[src/rtl/position_pid_with_stop_band_macros.svh]
// ----------------------------------------------------------------------------
// Assertion macros for the position PID block
// Concurrent checks; they compile away when NO_ASSERTIONS is defined.
// ----------------------------------------------------------------------------
`ifndef POSITION_PID_WITH_STOP_BAND_MACROS_SVH
`define POSITION_PID_WITH_STOP_BAND_MACROS_SVH

`ifndef NO_ASSERTIONS

// same-cycle implication
`define PPID_ASSERT_IMPLY(label, clk, rst, ante, cons, msg) \
   label: assert property (@(posedge clk) disable iff (rst) (ante) |-> (cons)) \
      else $error(msg);

// next-cycle implication
`define PPID_ASSERT_NEXT(label, clk, rst, ante, cons, msg) \
   label: assert property (@(posedge clk) disable iff (rst) (ante) |=> (cons)) \
      else $error(msg);

`else

`define PPID_ASSERT_IMPLY(label, clk, rst, ante, cons, msg)
`define PPID_ASSERT_NEXT(label, clk, rst, ante, cons, msg)

`endif

`endif

[src/rtl/ppid_pkg.sv]
// ----------------------------------------------------------------------------
// ppid_pkg
// Shared widths, register codes, reset values and types of the position PID.
// ----------------------------------------------------------------------------
`timescale 1ns / 1ps

package ppid_pkg;

   // field widths
   localparam int CNT_W     = 16;
   localparam int OVF_W     = 8;
   localparam int TGT_W     = 24;
   localparam int ERR_W     = 24;
   localparam int GAIN_W    = 16;
   localparam int DUTY_W    = 9;
   localparam int SUM_W     = 48;
   localparam int CSR_IDX_W = 8;

   localparam int DEFAULT_OVERFLOW_BITS = 8;

   // duty mapping limits
   localparam int SUM_HIGH = 2000;
   localparam int SUM_LOW  = 400;
   localparam int DUTY_MAX = 400;

   // register reset values
   localparam logic [GAIN_W-1:0] GAIN_P_RST = 16'd256;
   localparam logic [GAIN_W-1:0] GAIN_I_RST = 16'd0;
   localparam logic [GAIN_W-1:0] GAIN_D_RST = 16'd0;
   localparam logic [GAIN_W-1:0] STOP_RST   = 16'd400;

   // register indexes
   typedef enum logic [CSR_IDX_W-1:0] {
      REG_GAIN_P         = 8'd0,
      REG_GAIN_I         = 8'd1,
      REG_GAIN_D         = 8'd2,
      REG_STOP_THRESHOLD = 8'd3
   } csr_reg_type;

   typedef struct packed {
      logic [GAIN_W-1:0] gain_p;
      logic [GAIN_W-1:0] gain_i;
      logic [GAIN_W-1:0] gain_d;
      logic [GAIN_W-1:0] stop_threshold;
   } gains_type;

   // loop state carried from one request to the next
   typedef struct packed {
      logic signed [SUM_W-1:0] integral_acc;    // Q40.8
      logic [ERR_W-1:0]        previous_error;  // never negative
      logic [DUTY_W-1:0]       held_duty;
   } loop_state_type;

   typedef struct packed {
      logic [DUTY_W-1:0]       duty_cycle;
      logic                    loop_active;
      logic signed [SUM_W-1:0] control_sum;
   } result_type;

endpackage

[src/rtl/ppid_if.sv]
// ----------------------------------------------------------------------------
// ppid channel interfaces
// Valid/ready channels for samples, results and register writes.
// ----------------------------------------------------------------------------
`timescale 1ns / 1ps

interface ppid_req_if;
   logic                         valid;
   logic                         ready;
   logic [ppid_pkg::CNT_W-1:0]   encoder_count;
   logic [ppid_pkg::OVF_W-1:0]   overflow_count;
   logic [ppid_pkg::TGT_W-1:0]   target_position;

   modport source (output valid, encoder_count, overflow_count, target_position,
                   input ready);
   modport sink   (input valid, encoder_count, overflow_count, target_position,
                   output ready);
endinterface

interface ppid_rsp_if;
   logic                           valid;
   logic                           ready;
   logic [ppid_pkg::DUTY_W-1:0]    duty_cycle;
   logic                           loop_active;
   logic signed [ppid_pkg::SUM_W-1:0] control_sum;

   modport source (output valid, duty_cycle, loop_active, control_sum,
                   input ready);
   modport sink   (input valid, duty_cycle, loop_active, control_sum,
                   output ready);
endinterface

interface ppid_csr_if;
   logic                            valid;
   logic                            ready;
   logic [ppid_pkg::CSR_IDX_W-1:0]  index;
   logic [ppid_pkg::GAIN_W-1:0]     wdata;

   modport source (output valid, index, wdata, input ready);
   modport sink   (input valid, index, wdata, output ready);
endinterface

[src/rtl/position_pid_with_stop_band.sv]
// ----------------------------------------------------------------------------
// position_pid_with_stop_band
// Position PID with trapezoid integrator and stop band driving a PWM duty.
//
//   channel  dir  handshake      contents
//   req_ch   in   valid/ready    encoder_count, overflow_count, target_position
//   rsp_ch   out  valid/ready    duty_cycle, loop_active, control_sum
//   csr_ch   in   valid/ready    index, wdata (gains, stop threshold)
//
// A request reaches the response through an input register, then the
// PID step (three multipliers and the integrator add) into the result
// register. One request per cycle is sustained unless rsp_ch stalls; the
// loop state updates as a request moves into the result register. Reset is
// synchronous; it clears the loop state and loads register defaults. A stalled
// response holds the result register and backs up into the input register
// and then req_ch. csr_ch is always ready.
// ----------------------------------------------------------------------------
`timescale 1ns / 1ps
`include "position_pid_with_stop_band_macros.svh"

module position_pid_with_stop_band #(
   parameter int OVERFLOW_BITS = ppid_pkg::DEFAULT_OVERFLOW_BITS
) (
   input  logic       clock,
   input  logic       reset,
   ppid_req_if.sink   req_ch,
   ppid_rsp_if.source rsp_ch,
   ppid_csr_if.sink   csr_ch
);

   logic                              in_valid_ff;
   logic [ppid_pkg::CNT_W-1:0]        cnt_ff;
   logic [ppid_pkg::OVF_W-1:0]        ovf_ff;
   logic [ppid_pkg::TGT_W-1:0]        tgt_ff;
   logic                              out_valid_ff;
   logic                              out_valid_in;
   ppid_pkg::result_type              out_ff;
   ppid_pkg::gains_type               gains_ff;
   ppid_pkg::gains_type               gains_in;
   ppid_pkg::loop_state_type          state_ff;
   ppid_pkg::loop_state_type          state_in;
   ppid_pkg::result_type              step_result;
   logic                              out_free;
   logic                              advance;
   logic                              req_take;

   // pipeline flow
   always_comb begin
      out_free     = !out_valid_ff || rsp_ch.ready;
      advance      = in_valid_ff && out_free;
      req_take     = req_ch.valid && req_ch.ready;
      out_valid_in = advance || (out_valid_ff && !rsp_ch.ready);
   end

   assign req_ch.ready = !in_valid_ff || advance;
   assign csr_ch.ready = 1'b1;

   // input register
   always_ff @(posedge clock) begin
      if (reset) begin
         in_valid_ff <= 1'b0;
      end else if (req_ch.ready) begin
         in_valid_ff <= req_ch.valid;
      end
      if (req_take) begin
         cnt_ff <= req_ch.encoder_count;
         ovf_ff <= req_ch.overflow_count;
         tgt_ff <= req_ch.target_position;
      end
   end

   // PID step
   ppid_core #(
      .OVERFLOW_BITS (OVERFLOW_BITS)
   ) u_core (
      .encoder_count   (cnt_ff),
      .overflow_count  (ovf_ff),
      .target_position (tgt_ff),
      .gains           (gains_ff),
      .state           (state_ff),
      .result          (step_result),
      .state_next      (state_in)
   );

   // result register and loop state
   always_ff @(posedge clock) begin
      if (reset) begin
         out_valid_ff <= 1'b0;
         state_ff     <= '0;
      end else begin
         out_valid_ff <= out_valid_in;
         if (advance) begin
            state_ff <= state_in;
         end
      end
      if (advance) begin
         out_ff <= step_result;
      end
   end

   assign rsp_ch.valid       = out_valid_ff;
   assign rsp_ch.duty_cycle  = out_ff.duty_cycle;
   assign rsp_ch.loop_active = out_ff.loop_active;
   assign rsp_ch.control_sum = out_ff.control_sum;

   // register writes; unknown indexes are dropped
   always_comb begin
      gains_in = gains_ff;
      if (csr_ch.valid) begin
         unique case (csr_ch.index)
            ppid_pkg::REG_GAIN_P:         gains_in.gain_p         = csr_ch.wdata;
            ppid_pkg::REG_GAIN_I:         gains_in.gain_i         = csr_ch.wdata;
            ppid_pkg::REG_GAIN_D:         gains_in.gain_d         = csr_ch.wdata;
            ppid_pkg::REG_STOP_THRESHOLD: gains_in.stop_threshold = csr_ch.wdata;
            default:                      gains_in = gains_ff;
         endcase
      end
   end

   always_ff @(posedge clock) begin
      if (reset) begin
         gains_ff.gain_p         <= ppid_pkg::GAIN_P_RST;
         gains_ff.gain_i         <= ppid_pkg::GAIN_I_RST;
         gains_ff.gain_d         <= ppid_pkg::GAIN_D_RST;
         gains_ff.stop_threshold <= ppid_pkg::STOP_RST;
      end else begin
         gains_ff <= gains_in;
      end
   end

   // checks
   `PPID_ASSERT_NEXT(a_idle_step_keeps_state, clock, reset, advance && !step_result.loop_active, $stable(state_ff), "loop state changed on an inactive sample")
   `PPID_ASSERT_IMPLY(a_duty_in_range, clock, reset, out_valid_ff, out_ff.duty_cycle <= ppid_pkg::DUTY_W'(ppid_pkg::DUTY_MAX), "duty above maximum")
   `PPID_ASSERT_IMPLY(a_high_sum_full_duty, clock, reset, out_valid_ff && out_ff.loop_active && (out_ff.control_sum > ppid_pkg::SUM_W'(ppid_pkg::SUM_HIGH)), out_ff.duty_cycle == ppid_pkg::DUTY_W'(ppid_pkg::DUTY_MAX), "large sum did not give full duty")
   `PPID_ASSERT_IMPLY(a_inactive_zero_sum, clock, reset, out_valid_ff && !out_ff.loop_active, out_ff.control_sum == '0, "inactive response carries a sum")

endmodule

[src/rtl/ppid_core.sv]
// ----------------------------------------------------------------------------
// ppid_core
// One PID step: position, error, P/I/D terms, integrator saturation and
// the duty mapping with the stop band. Purely combinational.
// ----------------------------------------------------------------------------
`timescale 1ns / 1ps

module ppid_core #(
   parameter int OVERFLOW_BITS = ppid_pkg::DEFAULT_OVERFLOW_BITS
) (
   input  logic [ppid_pkg::CNT_W-1:0]  encoder_count,
   input  logic [ppid_pkg::OVF_W-1:0]  overflow_count,
   input  logic [ppid_pkg::TGT_W-1:0]  target_position,
   input  ppid_pkg::gains_type         gains,
   input  ppid_pkg::loop_state_type    state,
   output ppid_pkg::result_type        result,
   output ppid_pkg::loop_state_type    state_next
);

   // overflow bits that count, and the widths that follow from them
   localparam int OVF_USED = (OVERFLOW_BITS < ppid_pkg::OVF_W) ?
                             OVERFLOW_BITS : ppid_pkg::OVF_W;
   localparam int POS_W    = ppid_pkg::CNT_W + OVF_USED + 1;
   localparam int CMP_W    = ppid_pkg::TGT_W + 1;
   localparam int ERR_W    = ppid_pkg::ERR_W;
   localparam int GAIN_W   = ppid_pkg::GAIN_W;
   localparam int SUM_W    = ppid_pkg::SUM_W;
   localparam int P_W      = GAIN_W + ERR_W;        // unsigned
   localparam int I_W      = GAIN_W + ERR_W + 1;    // unsigned
   localparam int D_W      = GAIN_W + ERR_W + 2;    // signed
   localparam int ACC_X_W  = SUM_W + 1;
   localparam int TOT_W    = SUM_W + 2;
   localparam int INT_W    = TOT_W - 8;
   localparam int DUTY_W   = ppid_pkg::DUTY_W;

   logic [OVF_USED-1:0]        ovf_used;
   logic [POS_W-1:0]           position;
   logic                       active;
   logic [ERR_W-1:0]           err;
   logic [ERR_W:0]             err_sum;
   logic signed [ERR_W:0]      err_diff;
   logic [P_W-1:0]             p_term;
   logic [I_W-1:0]             i_term;
   logic signed [D_W-1:0]      d_term;
   logic signed [ACC_X_W-1:0]  acc_raw;
   logic signed [SUM_W-1:0]    acc_sat;
   logic signed [TOT_W-1:0]    total;
   logic signed [TOT_W-1:0]    total_adj;
   logic signed [INT_W-1:0]    sum_int;
   logic [DUTY_W-1:0]          duty;

   // position = count + 65535 * overflow, done as a shift and subtract
   always_comb begin
      ovf_used = overflow_count[OVF_USED-1:0];
      position = POS_W'({ovf_used, 16'h0000}) - POS_W'(ovf_used)
               + POS_W'(encoder_count);
      active   = CMP_W'(position) < CMP_W'(target_position);
      err      = target_position - ERR_W'(position);
   end

   // the three gain products
   always_comb begin
      err_sum  = {1'b0, err} + {1'b0, state.previous_error};
      err_diff = $signed({1'b0, err}) - $signed({1'b0, state.previous_error});
      p_term   = gains.gain_p * err;
      i_term   = gains.gain_i * err_sum;
      d_term   = $signed({1'b0, gains.gain_d}) * err_diff;
   end

   // integrator; the increment is never negative so only the top can clip
   always_comb begin
      acc_raw = ACC_X_W'(state.integral_acc) + $signed(ACC_X_W'(i_term));
      if (acc_raw[ACC_X_W-1] != acc_raw[ACC_X_W-2]) begin
         acc_sat = acc_raw[ACC_X_W-1] ? {1'b1, {(SUM_W-1){1'b0}}}
                                      : {1'b0, {(SUM_W-1){1'b1}}};
      end else begin
         acc_sat = acc_raw[SUM_W-1:0];
      end
   end

   // P + I + D, integer part truncated toward zero
   always_comb begin
      total     = TOT_W'(acc_sat) + $signed(TOT_W'(p_term)) + TOT_W'(d_term);
      total_adj = total[TOT_W-1] ? total + TOT_W'(255) : total;
      sum_int   = total_adj[TOT_W-1:8];
   end

   // duty mapping; the middle band keeps the previous duty
   always_comb begin
      duty = state.held_duty;
      if (sum_int > INT_W'(ppid_pkg::SUM_HIGH)) begin
         duty = DUTY_W'(ppid_pkg::DUTY_MAX);
      end else if (sum_int < INT_W'(ppid_pkg::SUM_LOW)) begin
         if (sum_int[INT_W-1] || (err < gains.stop_threshold)) begin
            duty = '0;
         end else begin
            duty = sum_int[DUTY_W-1:0];
         end
      end
   end

   // results and next state; nothing moves when at or past target
   always_comb begin
      state_next = state;
      result.duty_cycle  = state.held_duty;
      result.loop_active = 1'b0;
      result.control_sum = '0;
      if (active) begin
         state_next.integral_acc   = acc_sat;
         state_next.previous_error = err;
         state_next.held_duty      = duty;
         result.duty_cycle  = duty;
         result.loop_active = 1'b1;
         result.control_sum = SUM_W'(sum_int);
      end
   end

endmodule
[src/flat_wrapper.sv]
// flat-port wrapper written by rule: the top's interface ports become plain ports
module position_pid_with_stop_band_flat 
#(
   parameter int OVERFLOW_BITS = ppid_pkg::DEFAULT_OVERFLOW_BITS
)
  (clock, reset, req_ch_valid, req_ch_encoder_count, req_ch_overflow_count, req_ch_target_position, req_ch_ready, rsp_ch_valid, rsp_ch_duty_cycle, rsp_ch_loop_active, rsp_ch_control_sum, rsp_ch_ready, csr_ch_valid, csr_ch_index, csr_ch_wdata, csr_ch_ready);
  ppid_req_if req_ch_i ();
  ppid_rsp_if rsp_ch_i ();
  ppid_csr_if csr_ch_i ();
  input  logic clock;
  input  logic reset;
  input wire logic [$bits(req_ch_i.valid)-1:0] req_ch_valid;
  input wire logic [$bits(req_ch_i.encoder_count)-1:0] req_ch_encoder_count;
  input wire logic [$bits(req_ch_i.overflow_count)-1:0] req_ch_overflow_count;
  input wire logic [$bits(req_ch_i.target_position)-1:0] req_ch_target_position;
  output wire logic [$bits(req_ch_i.ready)-1:0] req_ch_ready;
  output wire logic [$bits(rsp_ch_i.valid)-1:0] rsp_ch_valid;
  output wire logic [$bits(rsp_ch_i.duty_cycle)-1:0] rsp_ch_duty_cycle;
  output wire logic [$bits(rsp_ch_i.loop_active)-1:0] rsp_ch_loop_active;
  output wire logic [$bits(rsp_ch_i.control_sum)-1:0] rsp_ch_control_sum;
  input wire logic [$bits(rsp_ch_i.ready)-1:0] rsp_ch_ready;
  input wire logic [$bits(csr_ch_i.valid)-1:0] csr_ch_valid;
  input wire logic [$bits(csr_ch_i.index)-1:0] csr_ch_index;
  input wire logic [$bits(csr_ch_i.wdata)-1:0] csr_ch_wdata;
  output wire logic [$bits(csr_ch_i.ready)-1:0] csr_ch_ready;
  assign req_ch_i.valid = req_ch_valid;
  assign req_ch_i.encoder_count = req_ch_encoder_count;
  assign req_ch_i.overflow_count = req_ch_overflow_count;
  assign req_ch_i.target_position = req_ch_target_position;
  assign req_ch_ready = req_ch_i.ready;
  assign rsp_ch_valid = rsp_ch_i.valid;
  assign rsp_ch_duty_cycle = rsp_ch_i.duty_cycle;
  assign rsp_ch_loop_active = rsp_ch_i.loop_active;
  assign rsp_ch_control_sum = rsp_ch_i.control_sum;
  assign rsp_ch_i.ready = rsp_ch_ready;
  assign csr_ch_i.valid = csr_ch_valid;
  assign csr_ch_i.index = csr_ch_index;
  assign csr_ch_i.wdata = csr_ch_wdata;
  assign csr_ch_ready = csr_ch_i.ready;
  position_pid_with_stop_band #(.OVERFLOW_BITS(OVERFLOW_BITS)) u_core (.clock(clock), .reset(reset), .req_ch(req_ch_i), .rsp_ch(rsp_ch_i), .csr_ch(csr_ch_i));
endmodule
[config.mk]
export PLATFORM = sky130hd
export DESIGN_NAME = position_pid_with_stop_band_flat
export DESIGN_NICKNAME = d
export VERILOG_FILES = /design/src/rtl/ppid_pkg.sv /design/src/rtl/ppid_if.sv /design/src/rtl/position_pid_with_stop_band.sv /design/src/rtl/ppid_core.sv /design/src/flat_wrapper.sv
export VERILOG_INCLUDE_DIRS = /design/src /design/src/rtl
export SDC_FILE = /design/constraint.sdc
export NUM_CORES = 2
export LEC_CHECK = 0
export ABC_AREA = 1
export BUFFER_PORTS_ARGS = -buffer_cell sky130_fd_sc_hd__buf_2
export CAP_MARGIN = 20
export CORE_MARGIN = 5
export CORE_UTILIZATION = 54
export DETAILED_ROUTE_END_ITERATION = 8
export HOLD_SLACK_MARGIN = 0.15
export PLACE_DENSITY_LB_ADDON = 0.12
export REMOVE_ABC_BUFFERS = 1
export SETUP_SLACK_MARGIN = 0.1
export SKIP_LAST_GASP = 1
export SYNTH_ARGS = -nofsm -noshare
export SYNTH_HDL_FRONTEND = slang
export SYNTH_SLANG_ARGS = --single-unit
[constraint.sdc]
create_clock -name clock -period 53.7 [get_ports clock]
set_clock_uncertainty 0.15 [all_clocks]
set_input_delay 2.685 -clock clock [delete_from_list [all_inputs] [get_ports clock]]
set_output_delay 2.685 -clock clock [all_outputs]
set_load 0.02 [all_outputs]
==> results.sh <==
export IMPL_outcome="finished clean"
export IMPL_slew_headroom_pct=23.15
export IMPL_final_instance_count_excl_fill=9731
export IMPL_start_util_pct=54.47
export IMPL_grt_util_met3_pct=7.851
export IMPL_grt_antenna_before_repair=4
export IMPL_combPwrFrac_pct=64.3
export IMPL_timing_hold_worst_start="u_core.gains_ff[5]"
export IMPL_place_ws_ps=30590
export IMPL_whs_ps=311.4
export IMPL_vias=53660
export IMPL_synth_edff_count=100
export IMPL_top_usage_layer="met2"
export IMPL_grt_pass1_vias=55740
export IMPL_die_height_um=349.9
export IMPL_drt_first_pass_iters=8
export IMPL_post_drt_wl_per_cell_um=20.87
export IMPL_ys_top_cells_by_area="fa_1, inv_1, nand2_1"
export IMPL_yosysSeqAreaShare_pct=9.533
export IMPL_drc_errors=0
export IMPL_drtIter0Drc=4454
export IMPL_synth_warnings=0
export IMPL_fin_util_pct=57.44
export IMPL_hold_viol=0
export IMPL_fin_crit_sh_pct=43.46
export IMPL_post_cts_buffers=0
export IMPL_clock_latency_ps=610
export IMPL_cts_sinks=247
export IMPL_gr_usage_all_layers_pct=33.98
export IMPL_synth_top_area_cell="fa_1"
export IMPL_power_switching_w=0.0007266
export IMPL_numCtsBuffers=37
export IMPL_maxCapViolCount=0
export IMPL_coreArea_sq_mm=0.1145
export IMPL_worst_setup_path_end_kind="register"
export IMPL_syn_inst=8184
export IMPL_hpwl_mm=169.0
export IMPL_hp_class="reg2reg"
export IMPL_worstHoldEndpoint="u_core.gains_ff[5]"
export IMPL_netlist_area_leader_share_pct=37.01
export IMPL_cellPowerDensity_mw_per_mm2=19.41
export IMPL_grt_pass1_wl_mm=318.2
export IMPL_r2r_end="u_core.rsp_ch.duty_cycle[8]"
export IMPL_tns_ps=0
export IMPL_p_int_w=0.0005499
export IMPL_place_inst=9652
export IMPL_fin_ws_ps=30360
export IMPL_setup_viol=0
export IMPL_cts_tree="yes"
export IMPL_cpPeakStageDelay_ps=770
export IMPL_r2r_cells=96
export IMPL_synth_area_sq_mm=0.06237
export IMPL_cp_max_fo=47
export IMPL_synth_most_common_cell="inv_1"
export IMPL_clkTransAtPathRegs_ps=60
export IMPL_r2r_setup_slack_ps=30360
export IMPL_place_gp_congestion=0.9745
export IMPL_synthFlopType="dfxtp_1"
export IMPL_cts_root_buf="clkbuf_16"
export IMPL_drtAntennaViolNets=0
export IMPL_portBuffers=136
export IMPL_r2r_start="u_core.ovf_ff[2]"
export IMPL_rsz0062_at_grt="no"
export IMPL_cp_arrival_ps=23520
export IMPL_htree_levels=2
export IMPL_power_frac_seq_pct=16.6
export IMPL_grt_start_max_net_pins=84
export IMPL_avgSynthCellArea_sq_um=7.621
export IMPL_synth_distinct_cells=58
export IMPL_peakVddDrop_uv=27.52
export IMPL_die_x_um=349.9
export IMPL_synth_common_cells="inv_1, nand2_1, fa_1, nor2_1, ha_1"
export IMPL_syn2layout_area_growth_pct=5.441
export IMPL_cts_max_path_buffers=3
export IMPL_fillerInstances=11050
export IMPL_min_period_ps=23340
export IMPL_fmax_ghz=0.04285
export IMPL_fp_dieArea_sq_mm=0.1224
export IMPL_synth_async_reset_ratio_pct=0
export IMPL_power_switching_share_pct=56.92
export IMPL_final_nets=9928
export IMPL_final_max_slew_violation_count=0
export IMPL_totalWireLength_mm=203.0
export IMPL_clkPwrFrac_pct=19.1
export IMPL_crit_type="reg2reg"
export IMPL_startpoint_type="register"
export IMPL_routed_via_density=5.514
export IMPL_use_met1_pct=44.90
export IMPL_crit_path_frequent_cell="nand2_1"
export IMPL_met2_usage_pct=54.06
export IMPL_ioPinCount=138
export IMPL_ctsResizeCount=0
export IMPL_drive_above_1_share_pct=5.590
export IMPL_slowest_stage="or2_2"
export IMPL_ys_ff_latch=247
export IMPL_hold_path_cell_count=2
export IMPL_crit_required_ps=53880
export IMPL_power_leakage_nw=33.07
export IMPL_grt_overflow=0
export IMPL_cp_startpoint="u_core.ovf_ff[2]"
export IMPL_tightest_slew_ps=1141
export IMPL_core_rowCount=124
export IMPL_cts_hold_buf=0
-- worst max path at each step --
stage                                             end  depth (start not counted)
after floorplan           u_core.rsp_ch.duty_cycle[4]                        103
after global placement    u_core.rsp_ch.duty_cycle[8]                         97
after detailed placement  u_core.rsp_ch.duty_cycle[8]                         97
after CTS                 u_core.rsp_ch.duty_cycle[8]                         97
after global routing      u_core.rsp_ch.duty_cycle[7]                         98
final                     u_core.rsp_ch.duty_cycle[8]                         96
-- routing by layer --
metal  routed length, um  vias to the layer above
met5                   0                        -
li1                    -                    24400
met4               10400                        0
met3               19730                      475
met1               82140                    26530
met2               90770                     2255
-- critical path, delay by kind of cell (launching register included) --
kind	cells	cell delay, ps
and+or+nand+nor	44	8350
xor gates and xnor gates	3	590
DFF	1	380
adders and majority gates	18	8340
AOI/OAI and AO/OA	16	3230
buffers and inverters	15	1960
-- metrics by stage --
| step | total power (W) | area, sq um |
|---|---|---|
| floorplan | 0.0007044 | 61340 |
| global placement | 0.001009 | 64460 |
| detailed placement | 0.001016 | 64490 |
| CTS | 0.001263 | 65640 |
| global route | 0.001357 | 65740 |
| finish | 0.001277 | 65760 |
-- registers in the layout, indices dropped and copies added (netlist names) --
name	cells
u_core.cnt_ff	16
u_core.gains_ff	64
u_core.in_valid_ff	1
u_core.ovf_ff	8
u_core.rsp_ch.control_sum	42
u_core.rsp_ch.duty_cycle	9
u_core.rsp_ch.loop_active	1
u_core.rsp_ch.valid	1
u_core.state_ff	81
u_core.tgt_ff	24
-- cell usage in the layout (no fill, tap or decap), types with 5 or more instances in the layout --
cell type	instances
clkinv_2	5
a21o_1	15
o21a_1	5
nand3_1	255
nor2_1	738
fa_1	1153
dfxtp_1	147
edfxtp_1	100
o31ai_1	7
inv_1	1933
inv_2	11
nor3_1	16
nand2_2	30
o21ai_0	200
clkbuf_1	5
clkinv_1	16
inv_6	6
a21oi_1	403
nand4_1	73
o21ai_1	8
or2_2	68
o211ai_1	10
nand3_2	22
xor2_1	102
o221ai_1	8
buf_4	73
a21boi_0	8
ha_1	512
diode_2	8
xnor2_1	64
clkbuf_16	37
nor2_2	23
nor2_4	15
nor4_1	6
nand2_1	1876
a31oi_1	33
buf_2	136
a211oi_1	18
o21bai_1	12
nand3b_1	10
-- cell type report --
cell class | instances | area, sq um | share of cell area, %
Inverter | 1959 | 7353 | 11.18
Timing Repair Buffer | 216 | 1354 | 2.059
Multi-Input combinational cell | 5725 | 48050 | 73.06
Clock inverter | 19 | 166.4 | 0.2530
Tap cell | 1512 | 1892 | 2.877
Clock buffer | 45 | 985.9 | 1.499
Antenna cell | 8 | 20.02 | 0.03044
Sequential cell | 247 | 5946 | 9.041
-- power by group through the flow --
stage	sequential [W]	combinational (W)	clock [W]
after floorplan	0.000220	0.000484	0
after global placement	0.000216	0.000793	0
after detailed placement	0.000216	0.000800	0
after CTS	0.000212	0.000804	0.000248
after global routing	0.000213	0.000889	0.000255
final	0.000212	0.000821	0.000244
-- logic make-up after synthesis --
| family | count (synthesis) | synth area share, % |
|---|---|---|
| fa+ha+maj | 1665 | 47.28 |
| compound gates | 746 | 6.528 |
| simple gates | 3147 | 20.87 |
| other cells | 1 | 0.006013 |
| buf+inv | 2212 | 13.45 |
| xor+xnor | 166 | 2.331 |
| flops | 247 | 9.533 |
Power figures use the tool's default switching activity.
